[config.mk]
export PLATFORM = sky130hd
export DESIGN_NAME = contiguous_fit_allocator
export DESIGN_NICKNAME = d
export VERILOG_FILES = /design/src/rtl/core/cfa_pkg.sv /design/src/rtl/core/cfa_seg_mem.sv /design/src/rtl/core/cfa_ctrl.sv /design/src/rtl/core/contiguous_fit_allocator.sv
export SDC_FILE = /design/constraint.sdc
export NUM_CORES = 2
export LEC_CHECK = 0
export ABC_AREA = 0
export BUFFER_PORTS_ARGS = -buffer_cell sky130_fd_sc_hd__buf_2
export CORE_UTILIZATION = 55
export DETAILED_ROUTE_END_ITERATION = 10
export PLACE_DENSITY = 0.75
export SETUP_SLACK_MARGIN = 0.3
export SLEW_MARGIN = 0
export SYNTH_ARGS = -nofsm -noshare
export SYNTH_HDL_FRONTEND = slang
export SYNTH_SLANG_ARGS = --single-unit
[constraint.sdc]
create_clock -name clk -period 16.24 [get_ports clk]
set_input_delay 3.248 -clock clk [delete_from_list [all_inputs] [get_ports clk]]
set_output_delay 3.248 -clock clk [all_outputs]
set_load 0.005 [all_outputs]
[src/rtl/core/cfa_pkg.sv]
`timescale 1ns / 1ps
package cfa_pkg;

  localparam int ADDR_W = 20;
  localparam int LEN_W  = 21;
  localparam int TAG_W  = 8;

  localparam logic [LEN_W-1:0] MEM_LIMIT = 21'h100000;

  // request kinds
  localparam logic REQ_ALLOC   = 1'b0;
  localparam logic REQ_RELEASE = 1'b1;

  // fit strategies (the unused code behaves as first fit)
  localparam logic [1:0] FIT_FIRST = 2'd0;
  localparam logic [1:0] FIT_BEST  = 2'd1;
  localparam logic [1:0] FIT_WORST = 2'd2;

  // result status codes
  localparam logic [1:0] ST_OK       = 2'd0;
  localparam logic [1:0] ST_NO_FIT   = 2'd1;
  localparam logic [1:0] ST_FULL     = 2'd2;
  localparam logic [1:0] ST_NO_FOUND = 2'd3;

  typedef struct packed {
    logic              used;
    logic [TAG_W-1:0]  owner;
    logic [ADDR_W-1:0] start;
    logic [LEN_W-1:0]  len;
  } entry_t;

  typedef struct packed {
    logic [1:0]        status;
    logic [ADDR_W-1:0] start;
    logic [LEN_W-1:0]  len;
  } res_t;

  function automatic entry_t mk_entry(input logic used, input logic [TAG_W-1:0] owner,
                                      input logic [ADDR_W-1:0] start,
                                      input logic [LEN_W-1:0] len);
    entry_t e;
    e.used  = used;
    e.owner = owner;
    e.start = start;
    e.len   = len;
    return e;
  endfunction

endpackage

[src/rtl/core/cfa_seg_mem.sv]
`timescale 1ns / 1ps
module cfa_seg_mem #(
  parameter int DEPTH = 32,
  parameter int IDX_W = 5
) (
  input  logic                clk,
  input  logic                we,
  input  logic [IDX_W-1:0]    waddr,
  input  cfa_pkg::entry_t     wdata,
  input  logic                re,
  input  logic [IDX_W-1:0]    raddr,
  output cfa_pkg::entry_t     rdata
);

  cfa_pkg::entry_t mem [DEPTH];

  // one write port, one registered read port
  always_ff @(posedge clk) begin
    if (we) begin
      mem[waddr] <= wdata;
    end
    if (re) begin
      rdata <= mem[raddr];
    end
  end

endmodule

[src/rtl/core/cfa_ctrl.sv]
`timescale 1ns / 1ps
module cfa_ctrl #(
  parameter int MAX_SEGMENTS = 32,
  parameter int IDX_W = 5,
  parameter int CNT_W = 6
) (
  input  logic                          clk,
  input  logic                          rst_n,
  input  logic                          cfg_wr_en,
  input  logic [cfa_pkg::LEN_W-1:0]     cfg_wr_data,
  input  logic                          in_valid,
  output logic                          in_ready,
  input  logic                          in_type,
  input  logic [1:0]                    in_mode,
  input  logic [cfa_pkg::LEN_W-1:0]     in_size,
  input  logic [cfa_pkg::TAG_W-1:0]     in_tag,
  input  logic [cfa_pkg::ADDR_W-1:0]    in_rstart,
  output logic                          res_valid,
  input  logic                          res_ready,
  output cfa_pkg::res_t                 res,
  output logic                          mem_we,
  output logic [IDX_W-1:0]              mem_waddr,
  output cfa_pkg::entry_t               mem_wdata,
  output logic                          mem_re,
  output logic [IDX_W-1:0]              mem_raddr,
  input  cfa_pkg::entry_t               mem_rdata
);

  localparam logic [2:0] S_INIT   = 3'd0;
  localparam logic [2:0] S_IDLE   = 3'd1;
  localparam logic [2:0] S_SCAN   = 3'd2;
  localparam logic [2:0] S_DECIDE = 3'd3;
  localparam logic [2:0] S_MOVE   = 3'd4;
  localparam logic [2:0] S_WR_A   = 3'd5;
  localparam logic [2:0] S_WR_B   = 3'd6;
  localparam logic [2:0] S_DONE   = 3'd7;

  localparam logic [CNT_W-1:0] CNT_MAX = CNT_W'(MAX_SEGMENTS);
  localparam logic [CNT_W-1:0] CNT_ONE = CNT_W'(1);
  localparam logic [CNT_W-1:0] CNT_TWO = CNT_W'(2);

  logic [2:0]                   state_r, state_nxt;
  logic [cfa_pkg::LEN_W-1:0]    msize_r, msize_nxt;
  logic [CNT_W-1:0]             cnt_r, cnt_nxt;
  logic                         rq_type_r, rq_type_nxt;
  logic [1:0]                   rq_mode_r, rq_mode_nxt;
  logic [cfa_pkg::LEN_W-1:0]    rq_size_r, rq_size_nxt;
  logic [cfa_pkg::TAG_W-1:0]    rq_tag_r, rq_tag_nxt;
  logic [cfa_pkg::ADDR_W-1:0]   rq_rstart_r, rq_rstart_nxt;
  logic [CNT_W-1:0]             ptr_r, ptr_nxt;
  logic                         rd_vld_r, rd_vld_nxt;
  logic [CNT_W-1:0]             rd_idx_r, rd_idx_nxt;
  logic                         found_r, found_nxt;
  logic [CNT_W-1:0]             pick_r, pick_nxt;
  cfa_pkg::entry_t              pick_e_r, pick_e_nxt;
  cfa_pkg::entry_t              prev_e_r, prev_e_nxt;
  cfa_pkg::entry_t              hit_prev_r, hit_prev_nxt;
  logic                         prev_free_r, prev_free_nxt;
  logic                         next_pend_r, next_pend_nxt;
  logic                         next_free_r, next_free_nxt;
  logic [cfa_pkg::LEN_W-1:0]    next_len_r, next_len_nxt;
  logic [CNT_W-1:0]             mv_src_r, mv_src_nxt;
  logic [CNT_W-1:0]             mv_left_r, mv_left_nxt;
  logic                         mv_up_r, mv_up_nxt;
  logic [1:0]                   mv_dist_r, mv_dist_nxt;
  logic [2:0]                   mv_next_r, mv_next_nxt;
  logic [2:0]                   wb_next_r, wb_next_nxt;
  cfa_pkg::entry_t              wa_e_r, wa_e_nxt;
  logic [CNT_W-1:0]             wa_idx_r, wa_idx_nxt;
  cfa_pkg::entry_t              wb_e_r, wb_e_nxt;
  logic [CNT_W-1:0]             wb_idx_r, wb_idx_nxt;
  cfa_pkg::res_t                res_r, res_nxt;

  logic                         take;
  logic [CNT_W-1:0]             mv_dst;

  // control state
  always_ff @(posedge clk) begin
    if (!rst_n) begin
      state_r  <= S_INIT;
      msize_r  <= cfa_pkg::MEM_LIMIT;
      cnt_r    <= CNT_ONE;
      rd_vld_r <= 1'b0;
    end else begin
      state_r  <= state_nxt;
      msize_r  <= msize_nxt;
      cnt_r    <= cnt_nxt;
      rd_vld_r <= rd_vld_nxt;
    end
  end

  // request and search payload
  always_ff @(posedge clk) begin
    rq_type_r   <= rq_type_nxt;
    rq_mode_r   <= rq_mode_nxt;
    rq_size_r   <= rq_size_nxt;
    rq_tag_r    <= rq_tag_nxt;
    rq_rstart_r <= rq_rstart_nxt;
    ptr_r       <= ptr_nxt;
    rd_idx_r    <= rd_idx_nxt;
    found_r     <= found_nxt;
    pick_r      <= pick_nxt;
    pick_e_r    <= pick_e_nxt;
    prev_e_r    <= prev_e_nxt;
    hit_prev_r  <= hit_prev_nxt;
    prev_free_r <= prev_free_nxt;
    next_pend_r <= next_pend_nxt;
    next_free_r <= next_free_nxt;
    next_len_r  <= next_len_nxt;
    mv_src_r    <= mv_src_nxt;
    mv_left_r   <= mv_left_nxt;
    mv_up_r     <= mv_up_nxt;
    mv_dist_r   <= mv_dist_nxt;
    mv_next_r   <= mv_next_nxt;
    wb_next_r   <= wb_next_nxt;
    wa_e_r      <= wa_e_nxt;
    wa_idx_r    <= wa_idx_nxt;
    wb_e_r      <= wb_e_nxt;
    wb_idx_r    <= wb_idx_nxt;
    res_r       <= res_nxt;
  end

  // candidate test for the fit search
  always_comb begin
    take = !mem_rdata.used && (mem_rdata.len >= rq_size_r) &&
           (!found_r ||
            (rq_mode_r == cfa_pkg::FIT_BEST  && mem_rdata.len < pick_e_r.len) ||
            (rq_mode_r == cfa_pkg::FIT_WORST && mem_rdata.len > pick_e_r.len));
  end

  assign mv_dst = mv_up_r ? rd_idx_r + CNT_W'(mv_dist_r) : rd_idx_r - CNT_W'(mv_dist_r);

  // sequencer
  always_comb begin
    state_nxt     = state_r;
    msize_nxt     = msize_r;
    cnt_nxt       = cnt_r;
    rq_type_nxt   = rq_type_r;
    rq_mode_nxt   = rq_mode_r;
    rq_size_nxt   = rq_size_r;
    rq_tag_nxt    = rq_tag_r;
    rq_rstart_nxt = rq_rstart_r;
    ptr_nxt       = ptr_r;
    rd_vld_nxt    = rd_vld_r;
    rd_idx_nxt    = rd_idx_r;
    found_nxt     = found_r;
    pick_nxt      = pick_r;
    pick_e_nxt    = pick_e_r;
    prev_e_nxt    = prev_e_r;
    hit_prev_nxt  = hit_prev_r;
    prev_free_nxt = prev_free_r;
    next_pend_nxt = next_pend_r;
    next_free_nxt = next_free_r;
    next_len_nxt  = next_len_r;
    mv_src_nxt    = mv_src_r;
    mv_left_nxt   = mv_left_r;
    mv_up_nxt     = mv_up_r;
    mv_dist_nxt   = mv_dist_r;
    mv_next_nxt   = mv_next_r;
    wb_next_nxt   = wb_next_r;
    wa_e_nxt      = wa_e_r;
    wa_idx_nxt    = wa_idx_r;
    wb_e_nxt      = wb_e_r;
    wb_idx_nxt    = wb_idx_r;
    res_nxt       = res_r;
    in_ready      = 1'b0;
    res_valid     = 1'b0;
    mem_we        = 1'b0;
    mem_waddr     = wa_idx_r[IDX_W-1:0];
    mem_wdata     = wa_e_r;
    mem_re        = 1'b0;
    mem_raddr     = ptr_r[IDX_W-1:0];

    case (state_r)
      S_INIT: begin
        mem_we    = 1'b1;
        mem_waddr = '0;
        mem_wdata = cfa_pkg::mk_entry(1'b0, '0, '0, msize_r);
        cnt_nxt   = CNT_ONE;
        state_nxt = S_IDLE;
      end
      S_IDLE: begin
        in_ready = 1'b1;
        if (in_valid) begin
          rq_type_nxt   = in_type;
          rq_mode_nxt   = in_mode;
          rq_size_nxt   = in_size;
          rq_tag_nxt    = in_tag;
          rq_rstart_nxt = in_rstart;
          ptr_nxt       = '0;
          rd_vld_nxt    = 1'b0;
          found_nxt     = 1'b0;
          prev_free_nxt = 1'b0;
          next_pend_nxt = 1'b0;
          next_free_nxt = 1'b0;
          if (in_type == cfa_pkg::REQ_ALLOC && in_size == '0) begin
            res_nxt   = '{status: cfa_pkg::ST_NO_FIT, start: '0, len: '0};
            state_nxt = S_DONE;
          end else begin
            state_nxt = S_SCAN;
          end
        end
      end
      S_SCAN: begin
        // one read issued per cycle, its data examined once the registered read returns
        mem_raddr  = ptr_r[IDX_W-1:0];
        mem_re     = (ptr_r < cnt_r);
        rd_vld_nxt = (ptr_r < cnt_r);
        rd_idx_nxt = ptr_r;
        if (ptr_r < cnt_r) begin
          ptr_nxt = ptr_r + CNT_ONE;
        end
        if (rd_vld_r) begin
          prev_e_nxt = mem_rdata;
          if (rq_type_r == cfa_pkg::REQ_RELEASE) begin
            if (!found_r && mem_rdata.used && mem_rdata.start == rq_rstart_r) begin
              found_nxt     = 1'b1;
              pick_nxt      = rd_idx_r;
              pick_e_nxt    = mem_rdata;
              hit_prev_nxt  = prev_e_r;
              prev_free_nxt = (rd_idx_r != '0) && !prev_e_r.used;
              next_pend_nxt = 1'b1;
            end else if (next_pend_r) begin
              next_pend_nxt = 1'b0;
              next_free_nxt = !mem_rdata.used;
              next_len_nxt  = mem_rdata.len;
            end
          end else if (take) begin
            found_nxt  = 1'b1;
            pick_nxt   = rd_idx_r;
            pick_e_nxt = mem_rdata;
          end
          if (rd_idx_r == cnt_r - CNT_ONE) begin
            state_nxt = S_DECIDE;
          end
        end
      end
      S_DECIDE: begin
        rd_vld_nxt = 1'b0;
        if (rq_type_r == cfa_pkg::REQ_ALLOC) begin
          wb_idx_nxt  = pick_r;
          wb_e_nxt    = cfa_pkg::mk_entry(1'b1, rq_tag_r, pick_e_r.start, rq_size_r);
          wb_next_nxt = S_DONE;
          res_nxt     = '{status: cfa_pkg::ST_OK, start: pick_e_r.start, len: rq_size_r};
          if (!found_r) begin
            res_nxt   = '{status: cfa_pkg::ST_NO_FIT, start: '0, len: '0};
            state_nxt = S_DONE;
          end else if (pick_e_r.len > rq_size_r) begin
            if (cnt_r == CNT_MAX) begin
              res_nxt   = '{status: cfa_pkg::ST_FULL, start: '0, len: '0};
              state_nxt = S_DONE;
            end else begin
              // open a slot after the pick for the free remainder
              mv_src_nxt  = cnt_r - CNT_ONE;
              mv_left_nxt = cnt_r - CNT_ONE - pick_r;
              mv_up_nxt   = 1'b1;
              mv_dist_nxt = 2'd1;
              mv_next_nxt = S_WR_A;
              wa_idx_nxt  = pick_r + CNT_ONE;
              wa_e_nxt    = cfa_pkg::mk_entry(1'b0, '0,
                              pick_e_r.start + rq_size_r[cfa_pkg::ADDR_W-1:0],
                              pick_e_r.len - rq_size_r);
              cnt_nxt     = cnt_r + CNT_ONE;
              state_nxt   = S_MOVE;
            end
          end else begin
            state_nxt = S_WR_B;
          end
        end else begin
          mv_up_nxt   = 1'b0;
          mv_next_nxt = S_DONE;
          wb_next_nxt = S_MOVE;
          mv_left_nxt = '0;
          mv_dist_nxt = 2'd1;
          res_nxt     = '{status: cfa_pkg::ST_OK, start: pick_e_r.start, len: pick_e_r.len};
          if (!found_r) begin
            res_nxt   = '{status: cfa_pkg::ST_NO_FOUND, start: '0, len: '0};
            state_nxt = S_DONE;
          end else begin
            state_nxt = S_WR_B;
            if (prev_free_r && next_free_r) begin
              // merge both neighbours into the left one
              wb_idx_nxt  = pick_r - CNT_ONE;
              wb_e_nxt    = cfa_pkg::mk_entry(1'b0, '0, hit_prev_r.start,
                              hit_prev_r.len + pick_e_r.len + next_len_r);
              mv_src_nxt  = pick_r + CNT_TWO;
              mv_left_nxt = cnt_r - pick_r - CNT_TWO;
              mv_dist_nxt = 2'd2;
              cnt_nxt     = cnt_r - CNT_TWO;
            end else if (next_free_r) begin
              wb_idx_nxt  = pick_r;
              wb_e_nxt    = cfa_pkg::mk_entry(1'b0, '0, pick_e_r.start,
                              pick_e_r.len + next_len_r);
              mv_src_nxt  = pick_r + CNT_TWO;
              mv_left_nxt = cnt_r - pick_r - CNT_TWO;
              cnt_nxt     = cnt_r - CNT_ONE;
            end else if (prev_free_r) begin
              wb_idx_nxt  = pick_r - CNT_ONE;
              wb_e_nxt    = cfa_pkg::mk_entry(1'b0, '0, hit_prev_r.start,
                              hit_prev_r.len + pick_e_r.len);
              mv_src_nxt  = pick_r + CNT_ONE;
              mv_left_nxt = cnt_r - pick_r - CNT_ONE;
              cnt_nxt     = cnt_r - CNT_ONE;
            end else begin
              wb_idx_nxt = pick_r;
              wb_e_nxt   = cfa_pkg::mk_entry(1'b0, '0, pick_e_r.start, pick_e_r.len);
            end
          end
        end
      end
      S_MOVE: begin
        // pipelined copy: read one entry, write the previous one moved
        mem_raddr  = mv_src_r[IDX_W-1:0];
        mem_re     = (mv_left_r != '0);
        rd_vld_nxt = (mv_left_r != '0);
        rd_idx_nxt = mv_src_r;
        if (mv_left_r != '0) begin
          mv_left_nxt = mv_left_r - CNT_ONE;
          mv_src_nxt  = mv_up_r ? mv_src_r - CNT_ONE : mv_src_r + CNT_ONE;
        end
        if (rd_vld_r) begin
          mem_we    = 1'b1;
          mem_waddr = mv_dst[IDX_W-1:0];
          mem_wdata = mem_rdata;
        end
        if (mv_left_r == '0 && !rd_vld_r) begin
          state_nxt = mv_next_r;
        end
      end
      S_WR_A: begin
        mem_we    = 1'b1;
        mem_waddr = wa_idx_r[IDX_W-1:0];
        mem_wdata = wa_e_r;
        state_nxt = S_WR_B;
      end
      S_WR_B: begin
        mem_we    = 1'b1;
        mem_waddr = wb_idx_r[IDX_W-1:0];
        mem_wdata = wb_e_r;
        state_nxt = wb_next_r;
      end
      S_DONE: begin
        res_valid = 1'b1;
        if (res_ready) begin
          state_nxt = S_IDLE;
        end
      end
      default: begin
        state_nxt = S_INIT;
      end
    endcase

    // size write rebuilds the table
    if (cfg_wr_en) begin
      if (cfg_wr_data == '0) begin
        msize_nxt = cfa_pkg::LEN_W'(1);
      end else if (cfg_wr_data > cfa_pkg::MEM_LIMIT) begin
        msize_nxt = cfa_pkg::MEM_LIMIT;
      end else begin
        msize_nxt = cfg_wr_data;
      end
      state_nxt = S_INIT;
    end
  end

  assign res = res_r;

`ifndef NO_ASSERTIONS
  a_cnt_range: assert property (@(posedge clk) disable iff (!rst_n)
    cnt_r != '0 && cnt_r <= CNT_MAX)
    else $error("segment count out of range");

  a_no_rw_clash: assert property (@(posedge clk) disable iff (!rst_n)
    !(mem_we && mem_re && mem_waddr == mem_raddr))
    else $error("read and write to the same entry in one cycle");

  a_err_zero: assert property (@(posedge clk) disable iff (!rst_n)
    res_valid && res_r.status != cfa_pkg::ST_OK |-> res_r.start == '0 && res_r.len == '0)
    else $error("error result with non-zero fields");

  a_done_holds: assert property (@(posedge clk) disable iff (!rst_n)
    res_valid && !res_ready && !cfg_wr_en |=> res_valid && $stable(res_r))
    else $error("result dropped while stalled");
`endif

endmodule

[src/rtl/core/contiguous_fit_allocator.sv]
`timescale 1ns / 1ps
// contiguous segment allocator
// in channel: one request per handshake, allocate (first, best or worst fit)
//   or release by start address; out channel: one result per request
// cfg port: write of memory_size rebuilds the table to one free segment
// the table lives in a single one-read one-write memory; every request
// scans all table entries one a cycle, then a split shifts entries up
// or a release merge shifts them down, one entry a cycle, plus one or
// two writes for the changed entries
// a zero-size allocation is answered without a scan
// one request is worked on at a time; a new one is taken as soon as the
// previous result has moved to the output register
// reset (and every size write) writes entry 0 in the INIT state; reset
// leaves memory_size at 1048576, a size write clamps it to 1..1048576
// when the receiver stalls the output register holds the result, one more
// result waits inside, and then in_tready stays low
module contiguous_fit_allocator #(
  parameter int MAX_SEGMENTS = 32
) (
  input  logic        clk,
  input  logic        rst_n,
  input  logic        cfg_wr_en,
  input  logic [20:0] cfg_wr_data,
  input  logic        in_tvalid,
  output logic        in_tready,
  input  logic [55:0] in_tdata,   // req_size[20:0], owner_tag[28:21], release_start[48:29]
  input  logic [2:0]  in_tuser,   // req_type[0], fit_mode[2:1]
  output logic        out_tvalid,
  input  logic        out_tready,
  output logic [47:0] out_tdata,  // seg_start[19:0], seg_length[40:20]
  output logic [1:0]  out_tuser   // status[1:0]
);

  localparam int IDX_W = (MAX_SEGMENTS > 1) ? $clog2(MAX_SEGMENTS) : 1;
  localparam int CNT_W = $clog2(MAX_SEGMENTS + 1);

  logic               mem_we;
  logic [IDX_W-1:0]   mem_waddr;
  cfa_pkg::entry_t    mem_wdata;
  logic               mem_re;
  logic [IDX_W-1:0]   mem_raddr;
  cfa_pkg::entry_t    mem_rdata;
  logic               res_valid;
  logic               res_ready;
  cfa_pkg::res_t      res;

  logic               out_valid_r, out_valid_nxt;
  cfa_pkg::res_t      out_res_r, out_res_nxt;

  cfa_seg_mem #(
    .DEPTH (MAX_SEGMENTS),
    .IDX_W (IDX_W)
  ) u_mem (
    .clk   (clk),
    .we    (mem_we),
    .waddr (mem_waddr),
    .wdata (mem_wdata),
    .re    (mem_re),
    .raddr (mem_raddr),
    .rdata (mem_rdata)
  );

  cfa_ctrl #(
    .MAX_SEGMENTS (MAX_SEGMENTS),
    .IDX_W        (IDX_W),
    .CNT_W        (CNT_W)
  ) u_ctrl (
    .clk         (clk),
    .rst_n       (rst_n),
    .cfg_wr_en   (cfg_wr_en),
    .cfg_wr_data (cfg_wr_data),
    .in_valid    (in_tvalid),
    .in_ready    (in_tready),
    .in_type     (in_tuser[0]),
    .in_mode     (in_tuser[2:1]),
    .in_size     (in_tdata[20:0]),
    .in_tag      (in_tdata[28:21]),
    .in_rstart   (in_tdata[48:29]),
    .res_valid   (res_valid),
    .res_ready   (res_ready),
    .res         (res),
    .mem_we      (mem_we),
    .mem_waddr   (mem_waddr),
    .mem_wdata   (mem_wdata),
    .mem_re      (mem_re),
    .mem_raddr   (mem_raddr),
    .mem_rdata   (mem_rdata)
  );

  // output register
  assign res_ready = !out_valid_r || out_tready;

  always_comb begin
    out_valid_nxt = out_valid_r;
    out_res_nxt   = out_res_r;
    if (out_valid_r && out_tready) begin
      out_valid_nxt = 1'b0;
    end
    if (res_valid && res_ready) begin
      out_valid_nxt = 1'b1;
      out_res_nxt   = res;
    end
  end

  always_ff @(posedge clk) begin
    if (!rst_n) begin
      out_valid_r <= 1'b0;
    end else begin
      out_valid_r <= out_valid_nxt;
    end
  end

  always_ff @(posedge clk) begin
    out_res_r <= out_res_nxt;
  end

  assign out_tvalid = out_valid_r;
  assign out_tuser  = out_res_r.status;
  assign out_tdata  = {7'd0, out_res_r.len, out_res_r.start};

endmodule
==> flow_summary.ini <==
[run_status]
status = complete, no violations

[finish]
stdcell_area_um2 = 86800
fillers = 10417
nets = 6524
regArea_um2 = 54500
multi_input_area_um2 = 22600
area_growth_pct = 10.1
drive_above_1_share = 0.0881

[synthesis]
synthArstFlopShare = 0
synth_area_um2 = 78800
synth_area_leaders = edfxtp_1 (68%), nand2_1 (7.1%), nand3_1 (4.5%)
ys_warn_count = 0
seq_area_frac_synth = 0.691
synth_edf_count = 1793
synthMostInstantiatedCell = edfxtp_1
synthCells = 6221
ys_seq_elements = 1825
syn_avg_cell_area_um2 = 12.7
yosysTopAreaCell = edfxtp_1
synth_ff_type = edfxtp_1
synth_top_area_share = 0.683
ys_types = 78
synth_common_cells = edfxtp_1 (1793), nand2_1 (1494), nand3_1 (712)

[sta]
hold_viol_final = 0
max_freq_mhz = 147
timing.final.ws_setup_ps = 9420
rsz0062_at_grt = no
setup_tns_ps = 0
finalCriticalPeriod_ps = 6820
slew_headroom = 0.102
finalCritPeriodShare = 0.420
drv_slew = 0
finClkSkew_ps = 31.1
worstMarginPinSlew_ps = 1350
setup_violations = 0
hold_slack_ps = 418

[drt]
firstDrtPassIters = 7
wl_per_cell_um = 25.5
first_iter_violations = 7312
remaining_drc_errors = 0
wirelength_mm = 211
avgViaCountPerCell = 6.35
num_vias = 52465
antenna_left = 0

[critical_path]
path_buf_inv = 5
cpMaxStageDelayCell = buf_4
max_stage_delay_ps = 820
critPathCaptureType = flip-flop
path_class = flip-flop to flip-flop
cp_max_fo = 80
path_common_cell = buf_4
cp-start-kind = flip-flop
path_delay_family = buffers and inverters
worstPathCellList = nor2b_1 > nand2b_1 > buf_4 > mux2i_4 > buf_4 > buf_4 > buf_4 > buf_4 > nand2_1 > and3_1 > a311oi_1 > a311oi_1 > a311oi_1 > a21o_1
cp.required_ps = 16860
cp.arrival_ps = 7440

[placed_design]
postPlaceCellArea_um2 = 81400
pre_cts_ws_ps = 9600
hpwl_mm = 117
port_buffers = 114
gp_congestion = 0.938

[power]
ir_worst_vdd_uv = 99.7
p_leak_nw = 31.2
power_density_nw_per_um2 = 110

[clocking]
cts_tree = done
clk_pin_slew_ps = 60
cts_setup_buffers = 0
insertion_delay_ps = 830
cts_sinks = 1825
hold_buffers = 0
h-tree-depth = 4
numCtsBuffers = 176
cts_resized = 0
clock_path_buffers = 3
cts_root_buffer = clkbuf_16

[grt]
grt_max_degree = 166
grt_overflow = 0
grt_pass1_vias = 49447
grt_pass1_wl_mm = 310
antenna_found_initial = 4
grt_usage = 0.287

[flow_run]
max_cap_violations = 0

[floorplan]
dieArea_um2 = 145000
coreArea_um2 = 142000
die_w_um = 381
std_cell_rows = 138
num_io_pins = 137
start_util = 0.555
die_height_um = 381

[hold_path]
hold_class = flip-flop to flip-flop
path summary, 6_finish.rpt:
check	startpoint	to	slack, ps	cells after the start
max	u_ctrl.state_r[2]	u_mem.rdata[35]	9420	14
min	u_ctrl.res[37]	out_tdata[16]	420	0
max reg2reg	u_ctrl.state_r[2]	u_mem.rdata[35]	9420	14
min reg2reg	u_ctrl.res[37]	out_tdata[16]	420	0
worst register-to-register path, delay by kind of cell (launching register included):
| family | cells | cell delay, ps |
|---|---|---|
| multiplexers | 1 | 480 |
| AO/OA/AOI/OAI | 4 | 1110 |
| buffers and inverters | 5 | 3160 |
| AND/OR/NAND/NOR | 4 | 1070 |
| flip-flops | 1 | 780 |
cells in the final DEF, fill, tap and decap left out, types with 95 or more instances in the layout:
master	count
a21oi_1	115
a311oi_1	213
and3_1	96
buf_2	114
buf_4	95
clkbuf_16	177
edfxtp_1	1793
ha_1	183
inv_1	135
nand2_1	1492
nand3_1	712
nor2_1	151
xnor2_1	104
layer usage:
metal,wire (um),track usage,share of wire,up-vias
li1,-,-,-,23106
met1,80000,0.386,0.38,25673
met2,99100,0.460,0.47,3160
met3,22300,0.0480,0.11,526
met4,9790,0.133,0.046,0
met5,0,0,0,-
layout make-up:
cell class                      count  area share
Multi-Input combinational cell   3890       0.261
Sequential cell                  1825       0.628
Inverter                          140     0.00626
Antenna cell                        2   0.0000577
Clock inverter                     82     0.00858
Tap cell                         1890      0.0273
Clock buffer                      225      0.0531
Timing Repair Buffer              214      0.0160
cell families after synthesis:
| group | Yosys count | synth area share |
|---|---|---|
| flops | 1825 | 0.691 |
| mux | 53 | 0.00924 |
| xor+xnor | 156 | 0.0175 |
| fa+ha+maj | 192 | 0.0313 |
| compound gates | 820 | 0.0764 |
| buf+inv | 512 | 0.0272 |
| simple gates | 2662 | 0.147 |
| other cells | 1 | 0.0000476 |
flip-flops by register name (all words and copies together), names as in the netlist, 20 cells and up:
signal and count:
out_tdata 41, u_ctrl.res 43, u_mem.mem 1344, u_ctrl.next_len_r 21, u_ctrl.wa_e_r 41, u_ctrl.wb_e_r 42
u_ctrl.pick_e_r 41, u_ctrl.msize_r 21, u_ctrl.rq_size_r 21, u_ctrl.hit_prev_r 41, u_ctrl.prev_e_r 42, u_mem.rdata 42
u_ctrl.rq_rstart_r 20
through the flow:
step / total power [mW] / util / cells
detailed placement: 5.73 / 0.574 / 7959
CTS: 9.55 / 0.611 / 8266
floorplan: 5.58 / - / 6227
finish: 9.53 / 0.611 / 8268
global placement: 5.72 / 0.574 / 7959
global route: 9.75 / 0.611 / 8266
where the power goes:
group          internal, mW  total (mW)  switching, mW
Combinational        0.0992       0.396          0.297
Clock                  2.17        3.89           1.71
Sequential             5.22        5.25         0.0216
Power figures use the tool's default switching activity.
